<file path="config.mk">
export PLATFORM = sky130hd
export DESIGN_NAME = line_edit_receive_buffer
export DESIGN_NICKNAME = d
export VERILOG_FILES = /design/src/sv/lerb_pkg.sv /design/src/sv/lerb_ctrl.sv /design/src/sv/lerb_out.sv /design/src/sv/line_edit_receive_buffer.sv
export SDC_FILE = /design/constraint.sdc
export NUM_CORES = 2
export LEC_CHECK = 0
export BUFFER_PORTS_ARGS = -buffer_cell sky130_fd_sc_hd__buf_2
export CAP_MARGIN = 25
export CORE_ASPECT_RATIO = 0.75
export CORE_MARGIN = 3
export CORE_UTILIZATION = 25
export CTS_BUF_LIST = sky130_fd_sc_hd__clkbuf_8
export DETAILED_ROUTE_END_ITERATION = 10
export PLACE_DENSITY = 0.46
export SLEW_MARGIN = 5
export SYNTH_ARGS = -nofsm -noshare
export SYNTH_HDL_FRONTEND = slang
export SYNTH_HIERARCHICAL = 1
export SYNTH_SLANG_ARGS = --single-unit
</file>
<file path="constraint.sdc">
create_clock -name clk_i -period 3.9 [get_ports clk_i]
set_input_delay 0.39 -clock clk_i [delete_from_list [all_inputs] [get_ports clk_i]]
set_output_delay 0.39 -clock clk_i [all_outputs]
set_load 0.03 [all_outputs]
</file>
<file path="src/sv/lerb_pkg.sv">
// shared types, constants and ring position helpers for the line edit receive buffer
`default_nettype none

package lerb_pkg;

  localparam int unsigned DEPTH = 256;
  localparam int unsigned IDX_W = $clog2(DEPTH);
  localparam int unsigned PTR_W = $clog2(2 * DEPTH);
  localparam int unsigned SPAN  = 2 * DEPTH;

  localparam logic [PTR_W-1:0] PTR_LAST  = PTR_W'(SPAN - 1);
  localparam logic [PTR_W-1:0] PTR_DEPTH = PTR_W'(DEPTH);
  localparam logic [PTR_W:0]   SPAN_X    = (PTR_W + 1)'(SPAN);
  localparam logic [PTR_W:0]   DEPTH_X   = (PTR_W + 1)'(DEPTH);

  localparam logic [7:0] CH_BS    = 8'h08;
  localparam logic [7:0] CH_LF    = 8'h0a;
  localparam logic [7:0] CH_CR    = 8'h0d;
  localparam logic [7:0] CH_SP    = 8'h20;
  localparam logic [7:0] CH_TILDE = 8'h7e;
  localparam logic [7:0] CH_DEL   = 8'h7f;

  localparam logic OP_RX   = 1'b0;
  localparam logic OP_READ = 1'b1;

  typedef enum logic [1:0] {
    KIND_ECHO = 2'd0,
    KIND_DATA = 2'd1,
    KIND_NONE = 2'd2
  } kind_e;

  typedef enum logic [1:0] {
    ACT_ECHO,
    ACT_ERASE,
    ACT_READ,
    ACT_EMPTY
  } act_e;

  typedef struct packed {
    logic       valid;
    act_e       act;
    logic [7:0] ch;
  } act_t;

  function automatic logic [PTR_W-1:0] pos_inc(input logic [PTR_W-1:0] p);
    return (p == PTR_LAST) ? '0 : p + PTR_W'(1);
  endfunction

  function automatic logic [PTR_W-1:0] pos_dec(input logic [PTR_W-1:0] p);
    return (p == '0) ? PTR_LAST : p - PTR_W'(1);
  endfunction

  function automatic logic [IDX_W-1:0] pos_idx(input logic [PTR_W-1:0] p);
    logic [PTR_W-1:0] t;
    t = (p >= PTR_DEPTH) ? p - PTR_DEPTH : p;
    return t[IDX_W-1:0];
  endfunction

  function automatic logic [PTR_W:0] pos_dist(input logic [PTR_W-1:0] from,
                                              input logic [PTR_W-1:0] to);
    logic [PTR_W:0] t;
    t = {1'b0, to} + SPAN_X - {1'b0, from};
    return (t >= SPAN_X) ? t - SPAN_X : t;
  endfunction

endpackage

`default_nettype wire

</file>
<file path="src/sv/lerb_ctrl.sv">
// byte classification, ring pointers and character store
`default_nettype none

module lerb_ctrl (
  input  wire logic          clk_i,
  input  wire logic          rst_ni,
  input  wire logic          accept_i,
  input  wire logic          op_i,
  input  wire logic [7:0]    rx_byte_i,
  output lerb_pkg::act_t     act_o,
  output logic [7:0]         rd_data_o
);

  logic [7:0] char_store [lerb_pkg::DEPTH];

  logic [lerb_pkg::PTR_W-1:0] read_q, read_d;
  logic [lerb_pkg::PTR_W-1:0] write_q, write_d;
  logic [lerb_pkg::PTR_W-1:0] commit_q, commit_d;
  logic [7:0]                 rd_q;

  logic [7:0] ch;
  logic       is_erase;
  logic       is_print;
  logic       can_erase;
  logic       full;
  logic       has_data;
  logic       do_write;
  logic       do_read;

  always_comb begin
    ch        = (rx_byte_i == lerb_pkg::CH_CR) ? lerb_pkg::CH_LF : rx_byte_i;
    is_erase  = (rx_byte_i == lerb_pkg::CH_BS) || (rx_byte_i == lerb_pkg::CH_DEL);
    is_print  = (ch == lerb_pkg::CH_LF) ||
                ((ch >= lerb_pkg::CH_SP) && (ch <= lerb_pkg::CH_TILDE));
    can_erase = (write_q != commit_q);
    full      = lerb_pkg::pos_dist(read_q, write_q) >= lerb_pkg::DEPTH_X;
    has_data  = (read_q != commit_q);

    read_d    = read_q;
    write_d   = write_q;
    commit_d  = commit_q;
    do_write  = 1'b0;
    do_read   = 1'b0;
    act_o     = '{valid: 1'b0, act: lerb_pkg::ACT_EMPTY, ch: ch};

    if (accept_i) begin
      if (op_i == lerb_pkg::OP_READ) begin
        act_o.valid = 1'b1;
        if (has_data) begin
          do_read   = 1'b1;
          read_d    = lerb_pkg::pos_inc(read_q);
          act_o.act = lerb_pkg::ACT_READ;
        end else begin
          act_o.act = lerb_pkg::ACT_EMPTY;
        end
      end else if (is_erase) begin
        if (can_erase) begin
          write_d     = lerb_pkg::pos_dec(write_q);
          act_o.valid = 1'b1;
          act_o.act   = lerb_pkg::ACT_ERASE;
        end
      end else if (is_print && !full) begin
        do_write    = 1'b1;
        write_d     = lerb_pkg::pos_inc(write_q);
        if (ch == lerb_pkg::CH_LF) begin
          commit_d = write_d;
        end
        act_o.valid = 1'b1;
        act_o.act   = lerb_pkg::ACT_ECHO;
      end
    end
  end

  always_ff @(posedge clk_i or negedge rst_ni) begin
    if (!rst_ni) begin
      read_q   <= '0;
      write_q  <= '0;
      commit_q <= '0;
    end else begin
      read_q   <= read_d;
      write_q  <= write_d;
      commit_q <= commit_d;
    end
  end

  always_ff @(posedge clk_i) begin
    if (do_write) begin
      char_store[lerb_pkg::pos_idx(write_q)] <= ch;
    end
    if (do_read) begin
      rd_q <= char_store[lerb_pkg::pos_idx(read_q)];
    end
  end

  assign rd_data_o = rd_q;

  a_commit_within_write: assert property (@(posedge clk_i) disable iff (!rst_ni)
    lerb_pkg::pos_dist(read_q, commit_q) <= lerb_pkg::pos_dist(read_q, write_q))
    else $error("commit pointer ahead of write pointer");

  a_fill_bounded: assert property (@(posedge clk_i) disable iff (!rst_ni)
    lerb_pkg::pos_dist(read_q, write_q) <= lerb_pkg::DEPTH_X)
    else $error("ring holds more than its depth");

  a_erase_keeps_commit: assert property (@(posedge clk_i) disable iff (!rst_ni)
    act_o.valid && (act_o.act == lerb_pkg::ACT_ERASE) |=> $stable(commit_q))
    else $error("backspace moved the commit pointer");

endmodule

`default_nettype wire

</file>
<file path="src/sv/lerb_out.sv">
// result register that sequences one to three results per request
`default_nettype none

module lerb_out (
  input  wire logic          clk_i,
  input  wire logic          rst_ni,
  input  wire lerb_pkg::act_t act_i,
  input  wire logic [7:0]    rd_data_i,
  output logic               free_o,
  output logic               m_axis_tvalid,
  input  wire logic          m_axis_tready,
  output logic [7:0]         m_axis_tdata,
  output logic [1:0]         m_axis_tuser,
  output logic               m_axis_tlast
);

  lerb_pkg::act_t act_q;
  logic [1:0]     cnt_q;
  logic           valid_q;
  logic           last;

  always_comb begin
    m_axis_tdata = act_q.ch;
    m_axis_tuser = lerb_pkg::KIND_ECHO;
    last         = 1'b1;
    case (act_q.act)
      lerb_pkg::ACT_ECHO: begin
        m_axis_tdata = act_q.ch;
        m_axis_tuser = lerb_pkg::KIND_ECHO;
      end
      lerb_pkg::ACT_ERASE: begin
        m_axis_tdata = (cnt_q == 2'd1) ? lerb_pkg::CH_SP : lerb_pkg::CH_BS;
        m_axis_tuser = lerb_pkg::KIND_ECHO;
        last         = (cnt_q == 2'd2);
      end
      lerb_pkg::ACT_READ: begin
        m_axis_tdata = rd_data_i;
        m_axis_tuser = lerb_pkg::KIND_DATA;
      end
      lerb_pkg::ACT_EMPTY: begin
        m_axis_tdata = 8'h00;
        m_axis_tuser = lerb_pkg::KIND_NONE;
      end
      default: begin
        m_axis_tdata = 8'h00;
        m_axis_tuser = lerb_pkg::KIND_NONE;
      end
    endcase
  end

  assign m_axis_tvalid = valid_q;
  assign m_axis_tlast  = last;
  assign free_o        = !valid_q || (m_axis_tready && last);

  always_ff @(posedge clk_i or negedge rst_ni) begin
    if (!rst_ni) begin
      valid_q <= 1'b0;
      cnt_q   <= '0;
      act_q   <= '{valid: 1'b0, act: lerb_pkg::ACT_EMPTY, ch: 8'h00};
    end else if (free_o) begin
      valid_q <= act_i.valid;
      cnt_q   <= '0;
      if (act_i.valid) begin
        act_q <= act_i;
      end
    end else if (m_axis_tready) begin
      cnt_q <= cnt_q + 2'd1;
    end
  end

  a_single_result_last: assert property (@(posedge clk_i) disable iff (!rst_ni)
    valid_q && (act_q.act != lerb_pkg::ACT_ERASE) |-> last)
    else $error("single result request without last");

  a_count_range: assert property (@(posedge clk_i) disable iff (!rst_ni)
    valid_q |-> (cnt_q != 2'd3))
    else $error("result counter out of range");

  a_none_zero: assert property (@(posedge clk_i) disable iff (!rst_ni)
    valid_q && (m_axis_tuser == lerb_pkg::KIND_NONE) |-> (m_axis_tdata == 8'h00))
    else $error("empty read result carries data");

endmodule

`default_nettype wire

</file>
<file path="src/sv/line_edit_receive_buffer.sv">
// top level of the canonical line edit receive buffer
// Each request is a received byte (tuser 0) or a read (tuser 1). Received
// bytes are edited into a ring of lerb_pkg::DEPTH characters and echoed;
// backspace or DEL erases the last uncommitted character and echoes BS,
// space, BS; CR is taken as LF and LF commits the line. A read returns the
// oldest committed character (tuser 1) or tuser 2 with data 0 if none is
// committed. Bytes that would overflow the ring are dropped silently.
// A request is taken while s_axis_tready is high; the single result port then sets the
// pace: a request that gives one result frees the input on the cycle that
// result is taken, a backspace holds it until the last of its three results is taken.
`default_nettype none

module line_edit_receive_buffer (
  input  wire logic       clk_i,
  input  wire logic       rst_ni,
  input  wire logic       s_axis_tvalid,
  output logic            s_axis_tready,
  input  wire logic [7:0] s_axis_tdata,   // rx_byte
  input  wire logic       s_axis_tuser,   // op
  output logic            m_axis_tvalid,
  input  wire logic       m_axis_tready,
  output logic [7:0]      m_axis_tdata,   // data
  output logic [1:0]      m_axis_tuser,   // kind
  output logic            m_axis_tlast    // last
);

  lerb_pkg::act_t act;
  logic [7:0]     rd_data;
  logic           free;
  logic           accept;

  assign s_axis_tready = free;
  assign accept        = s_axis_tvalid && free;

  lerb_ctrl u_ctrl (
    .clk_i     (clk_i),
    .rst_ni    (rst_ni),
    .accept_i  (accept),
    .op_i      (s_axis_tuser),
    .rx_byte_i (s_axis_tdata),
    .act_o     (act),
    .rd_data_o (rd_data)
  );

  lerb_out u_out (
    .clk_i         (clk_i),
    .rst_ni        (rst_ni),
    .act_i         (act),
    .rd_data_i     (rd_data),
    .free_o        (free),
    .m_axis_tvalid (m_axis_tvalid),
    .m_axis_tready (m_axis_tready),
    .m_axis_tdata  (m_axis_tdata),
    .m_axis_tuser  (m_axis_tuser),
    .m_axis_tlast  (m_axis_tlast)
  );

endmodule

`default_nettype wire

</file>
After elaboration in Yosys (flattened, before gate mapping). Memories as Yosys holds them, arrays and structs flattened. A register that Yosys moved wholly into a read port is not among the register bits. Cells that the tools add are included. Widths: inputs -> output; s select.

Register bits: 40. Memory bits (writable): 2048. Memories: 1.

Add/subtract/negate cells: 9. Magnitude comparators: 6. Eq/ne operators: 14. Muxes and demuxes: 31. Bitwise logic cells: 2. Reduce and logical (&&, ||, !) cells: 18.

Memory list: u_ctrl.char_store (depth 256, bits a word 8, rd ports 1, clocked after Yosys merged registers in 1, write ports 1, RTL line lerb_ctrl.sv:14) `logic [7:0] char_store [lerb_pkg::DEPTH];`.

Operators by type and width (count): $mux 9 (6); $pmux 8 s4 (1); $eq 8x4->1 const B (3); $mux 8 (3); $add 9x1->9 const B (2); $eq 9x9->1 const B (2); $ge 9x9->1 const B (2); $ne 9x9->1 (2); $sub 8x1->8 const B (2); $mux 3 (5); $mux 1 (11); $add 9x10->10 const B (1); $ge 10x10->1 const B (1); $ge 10x9->1 const B (1); $mux 10 (1); $sub 10x10->10 const B (1); $sub 10x9->10 (1); $logic_not 9->1 (1); $sub 9x1->9 const B (1); $eq 8x7->1 const B (1); $ge 8x6->1 const B (1); $le 8x7->1 const B (1); $eq 2x2->1 const B (3); $mux 6 (1); other kinds (16) (26).

Logic depth before layout (Yosys ltp).
Depth in word-level cells: 13. Mapped depth: 13.

By module. Netlist, hierarchy kept.

By module, submodules not included: lerb_ctrl (times used 1, cells an instance 3920, area an instance 81079.0 µm², seq. area each 62414.9 µm²); lerb_out (times used 1, cells an instance 64, area an instance 758.2 µm², seq. area each 327.8 µm²); line_edit_receive_buffer (times used 1, cells an instance 1, area an instance 6.3 µm², seq. area each 0.0 µm²).

Worst setup path after synthesis. No wires, ideal clock.

Path type: input port to flip-flop. Start: in s_axis_tdata[3]. End: mem u_ctrl.char_store[0][0] (data pin). Library setup time: 1.466 ns. Data arrival time: 6.979 ns. Required time: 2.434 ns. Path slack: -4.545 ns. Cell stages on the path: 3. Cells stage by stage: or4b_4 nor4_1 nor2b_1.

RTL lines: from (decl) (RTL line line_edit_receive_buffer.sv:18) `input wire logic [7:0] s_axis_tdata,`; to (decl) (RTL line lerb_ctrl.sv:14).

Worst setup path in the final report.
Start: reg u_ctrl/read_q[0] (netlist bit). End: reg u_ctrl.rd_q[7] (netlist: u_ctrl/rd_data_o[7]) (read register of u_ctrl.char_store) (data pin).

Cells in the longest elaborated chain, start to end: 4. Elaborated cells between the ends (all ways): 7. Classes of those cells: add/sub: 1; order compare: 1; eq/ne: 1; mux: 4.

RTL lines: from (decl) (RTL line lerb_ctrl.sv:16) `logic [lerb_pkg::PTR_W-1:0] read_q, read_d;`; from (signal assigned) (RTL line lerb_ctrl.sv:80) `read_q <= read_d;`; branches (longest 4 deep; another with $sub 8x1->8); to (decl) (RTL line lerb_ctrl.sv:19) `logic [7:0] rd_q;`.

Several ways; the timed one is not identified. A chain may end at the register's enable or synchronous reset.

==> results.py <==
metrics = {
    "run_status": {
        "status": "completed",
    },
    "clock_network": {
        "post-cts-setup-buffer-count": 0,
        "cts_made_buffers": 335,
        "cts_root_buf": "clkbuf_8",
        "cts.path.max_buffers": 4,
        "htreeDepth": 5,
        "clk_latency_ns": 0.94,
        "path_clk_slew_ns": 0.06,
        "cts_tree": "done",
        "cts.sinks": 2096,
    },
    "timing": {
        "hold_violations": 0,
        "max_freq_ghz": 0.268,
        "finClkSkew_ns": 0.0720,
        "rsz0062_at_grt": "false",
        "setup_violations": 0,
        "whs_ns": 0.0630,
        "fin_crit_ns": 3.74,
        "fin_crit_sh_pct": 95.8,
        "slew_viol_final": 0,
        "tightest_slew_ns": 1.14,
        "slew_headroom_pct": 24.1,
        "setup_ws_ns": 0.162,
    },
    "placed_design": {
        "place_inst": 8548,
        "portBuffers": 25,
        "place.gp.congestion": 0.802,
        "pre_cts_ws_ns": -0.0467,
        "dp_hpwl_um": 150000,
        "place_area_um2": 90500,
    },
    "global_route": {
        "grt_start_max_net_pins": 164,
        "grt_pass1_wl_um": 342000,
        "grt.total_usage_pct": 14.2,
        "antenna_found_initial": 9,
        "grt-ovfl-total": 0,
        "grt_pass1_vias": 42994,
    },
    "detailed_routing": {
        "initialDrtViolationCount": 4957,
        "drc": 0,
        "vias": 43028,
        "drt_wl_total_um": 243000,
        "ant_nets": 0,
        "drt_first_pass_iters": 6,
        "routedWlPerCell_um": 26.6,
        "vias_per_cell": 4.71,
    },
    "die": {
        "core_area_um2": 325000,
        "fp-row-count": 181,
        "initial_utilization_pct": 25.2,
        "io_pins": 26,
        "die_height_um": 502,
        "die_w_um": 667,
        "dieArea_um2": 334000,
    },
    "synthesis": {
        "synth_edf_count": 2056,
        "synth_seq_area_share_pct": 76.7,
        "avgSynthCellArea_um2": 20.5,
        "ys_warn_count": 6,
        "synth_flop_cell": "edfxtp_1",
        "ys_types": 82,
        "ys_ff_latch": 2096,
        "syn_nets": 4016,
        "synthArstFlopShare_pct": 1.91,
        "syn_inst": 3985,
        "synthesis.area_um2": 81800,
    },
    "power": {
        "powerDensity_nw_per_um2": 608,
        "vdd_drop_max_uv": 420,
        "leakage_nw": 30.4,
    },
    "layout": {
        "fin_cells": 9137,
        "nNetsFinal": 4622,
        "syn_to_final_growth_pct": 17.9,
        "final_area_um2": 96500,
        "drive_gt1_share_pct": 30.3,
    },
    "flow_run": {
        "maxCapViolCount": 0,
    },
    "setup_path": {
        "worstSetupPathType": "register to register",
        "crit_path_end_kind": "register",
        "worstPathRequired_ns": 4.55,
        "crit_path_start_kind": "register",
        "crit_fanout": 37,
        "cp.arrival_ns": 4.39,
    },
    "min_path": {
        "hp-class": "primary input to register",
    },
}
-- worst max-delay path, cell delays in order, from the launching register on --
cell,delay [ns]
dfrtp_4,0.42
buf_12,0.33
buf_12,0.23
buf_12,0.24
mux4_2,0.58
a22oi_1,0.29
a21oi_1,0.35
nor4_1,0.72
nor4_1,0.19
-- state kept, by name (all words and copies together), names as in the netlist --
signal               flops
u_out/m_axis_tvalid      1
u_ctrl/rd_data_o         8
u_ctrl/commit_q          9
u_out/cnt_q              2
u_ctrl/char_store     2048
u_out/act_q             10
u_ctrl/read_q            9
u_ctrl/write_q           9
-- kinds of logic (layout without fill, tap and decap cells) --
logic type      count (synthesis)  after routing  synth area share (%)
other cells                     0              2                     0
compound gates                433            433                  3.65
fa+ha+maj                      18             18                 0.284
buf+inv                       263           1113                  1.41
flops                        2096           2096                  76.7
simple gates                  550            550                  3.21
xor+xnor                       25             25                 0.268
mux                           600            600                  14.5
-- timing repair --
action,CTS,global route
gates resized for setup,1,1
endpoints found under the hold margin,58,0
setup endpoints to repair,1,5
hold buffers,5,0
-- final cells by class --
type                    count  area (um2)
diodes                      2        5.00
flip-flops and latches   2096       62800
repair buffers            511        4290
clock buffers             346        4760
fillers                 31667      228000
multi-input cells        1626       18100
inverters                  21        78.8
well taps                4300        5380
clock inverters           235        1140
-- cells in the mapped netlist, types with 6 or more instances --
cell type,count,area share (%)
o2111ai_1,10,0.11
nand3_4,8,0.17
xor2_1,16,0.17
nand3_1,32,0.20
clkbuf_1,125,0.57
o211ai_1,19,0.17
a31oi_1,15,0.11
nor2_1,308,1.4
and2_1,7,0.054
mux4_2,463,13
dfrtp_1,38,1.2
mux2_2,17,0.23
inv_1,20,0.092
a211oi_1,6,0.055
o22a_1,6,0.064
edfxtp_1,2056,75
nand2_1,65,0.30
a22o_1,14,0.15
o31ai_1,8,0.073
buf_1,31,0.14
ha_1,17,0.26
a21oi_1,61,0.37
o21ai_0,40,0.24
nand4_1,13,0.099
a22oi_1,127,1.2
nor3_1,33,0.20
a221oi_1,22,0.24
mux2_4,10,0.18
o22ai_1,72,0.55
buf_2,76,0.46
mux2i_1,109,1.3
xnor2_1,9,0.096
nor2b_1,13,0.099
or3_1,8,0.061
nor4_1,27,0.21
-- per-stage QoR --
step,util (%),power (mW),setup TNS (ns)
after global routing,29.7,61.2,0
after CTS,29.7,59.4,0
after global placement,27.8,42.0,-0.105
final,29.7,58.7,0
after detailed placement,27.9,41.9,-0.0467
after floorplan,-,35.4,-694.01
-- power breakdown --
group / leakage (nW) / internal, mW / total [mW] / switching (mW)
logic: 8.11 / 6.52 / 16.3 / 9.79
clock network: 3.35 / 8.56 / 17.3 / 8.74
registers: 19.0 / 24.9 / 25.1 / 0.189
total: 30.4 / 40.0 / 58.7 / 18.7
-- path summary, 6_finish.rpt --
kind                                               from                                 to  slack [ns]  cells after the start
setup / recovery           u_ctrl/read_q[0]$_DFFE_PN0P_      u_ctrl/rd_data_o[7]$_DFFE_PP_        0.16                      8
hold / removal                          s_axis_tdata[4]  u_ctrl/char_store[1][4]$_DFFE_PP_        0.06                      2
setup reg to reg           u_ctrl/read_q[0]$_DFFE_PN0P_      u_ctrl/rd_data_o[7]$_DFFE_PP_        0.16                      8
hold reg to reg              u_out/act_q[3]$_DFFE_PN0P_         u_out/act_q[3]$_DFFE_PN0P_        0.51                      1
max in group asynchronous                        rst_ni      u_ctrl/write_q[3]$_DFFE_PN0P_        3.04                      3
min in group asynchronous                        rst_ni    u_out/m_axis_tvalid$_DFFE_PN0P_        0.14                      2
-- per-layer routing --
| metal | wire, um | GRT usage [%] | share of wire [%] | up-vias |
|---|---|---|---|---|
| met5 | 140 | 0.317 | 0.058 | - |
| met4 | 3870 | 2.66 | 1.6 | 4 |
| met1 | 118000 | 22.1 | 48 | 23237 |
| met3 | 18000 | 3.15 | 7.4 | 299 |
| met2 | 103000 | 20.2 | 43 | 1651 |
| li1 | - | - | - | 17837 |
-- cells in the final DEF (no fill, tap or decap), types with 11 or more instances in the layout --
| cell type | count |
|---|---|
| a21oi_1 | 61 |
| a221oi_1 | 22 |
| a22o_1 | 14 |
| a22oi_1 | 127 |
| a31oi_1 | 15 |
| buf_12 | 36 |
| buf_2 | 20 |
| buf_4 | 444 |
| clkbuf_8 | 346 |
| clkinv_1 | 82 |
| clkinv_2 | 46 |
| clkinvlp_4 | 11 |
| dfrtp_1 | 35 |
| edfxtp_1 | 2056 |
| ha_1 | 17 |
| inv_1 | 106 |
| mux2_2 | 17 |
| mux2i_1 | 109 |
| mux4_2 | 463 |
| nand2_1 | 50 |
| nand3_1 | 32 |
| nand4_1 | 13 |
| nor2_1 | 305 |
| nor3_1 | 33 |
| nor4_1 | 26 |
| o211ai_1 | 19 |
| o21ai_0 | 40 |
| o22ai_1 | 72 |
| xor2_1 | 16 |
No activity file was read; power rests on OpenSTA's default activity.
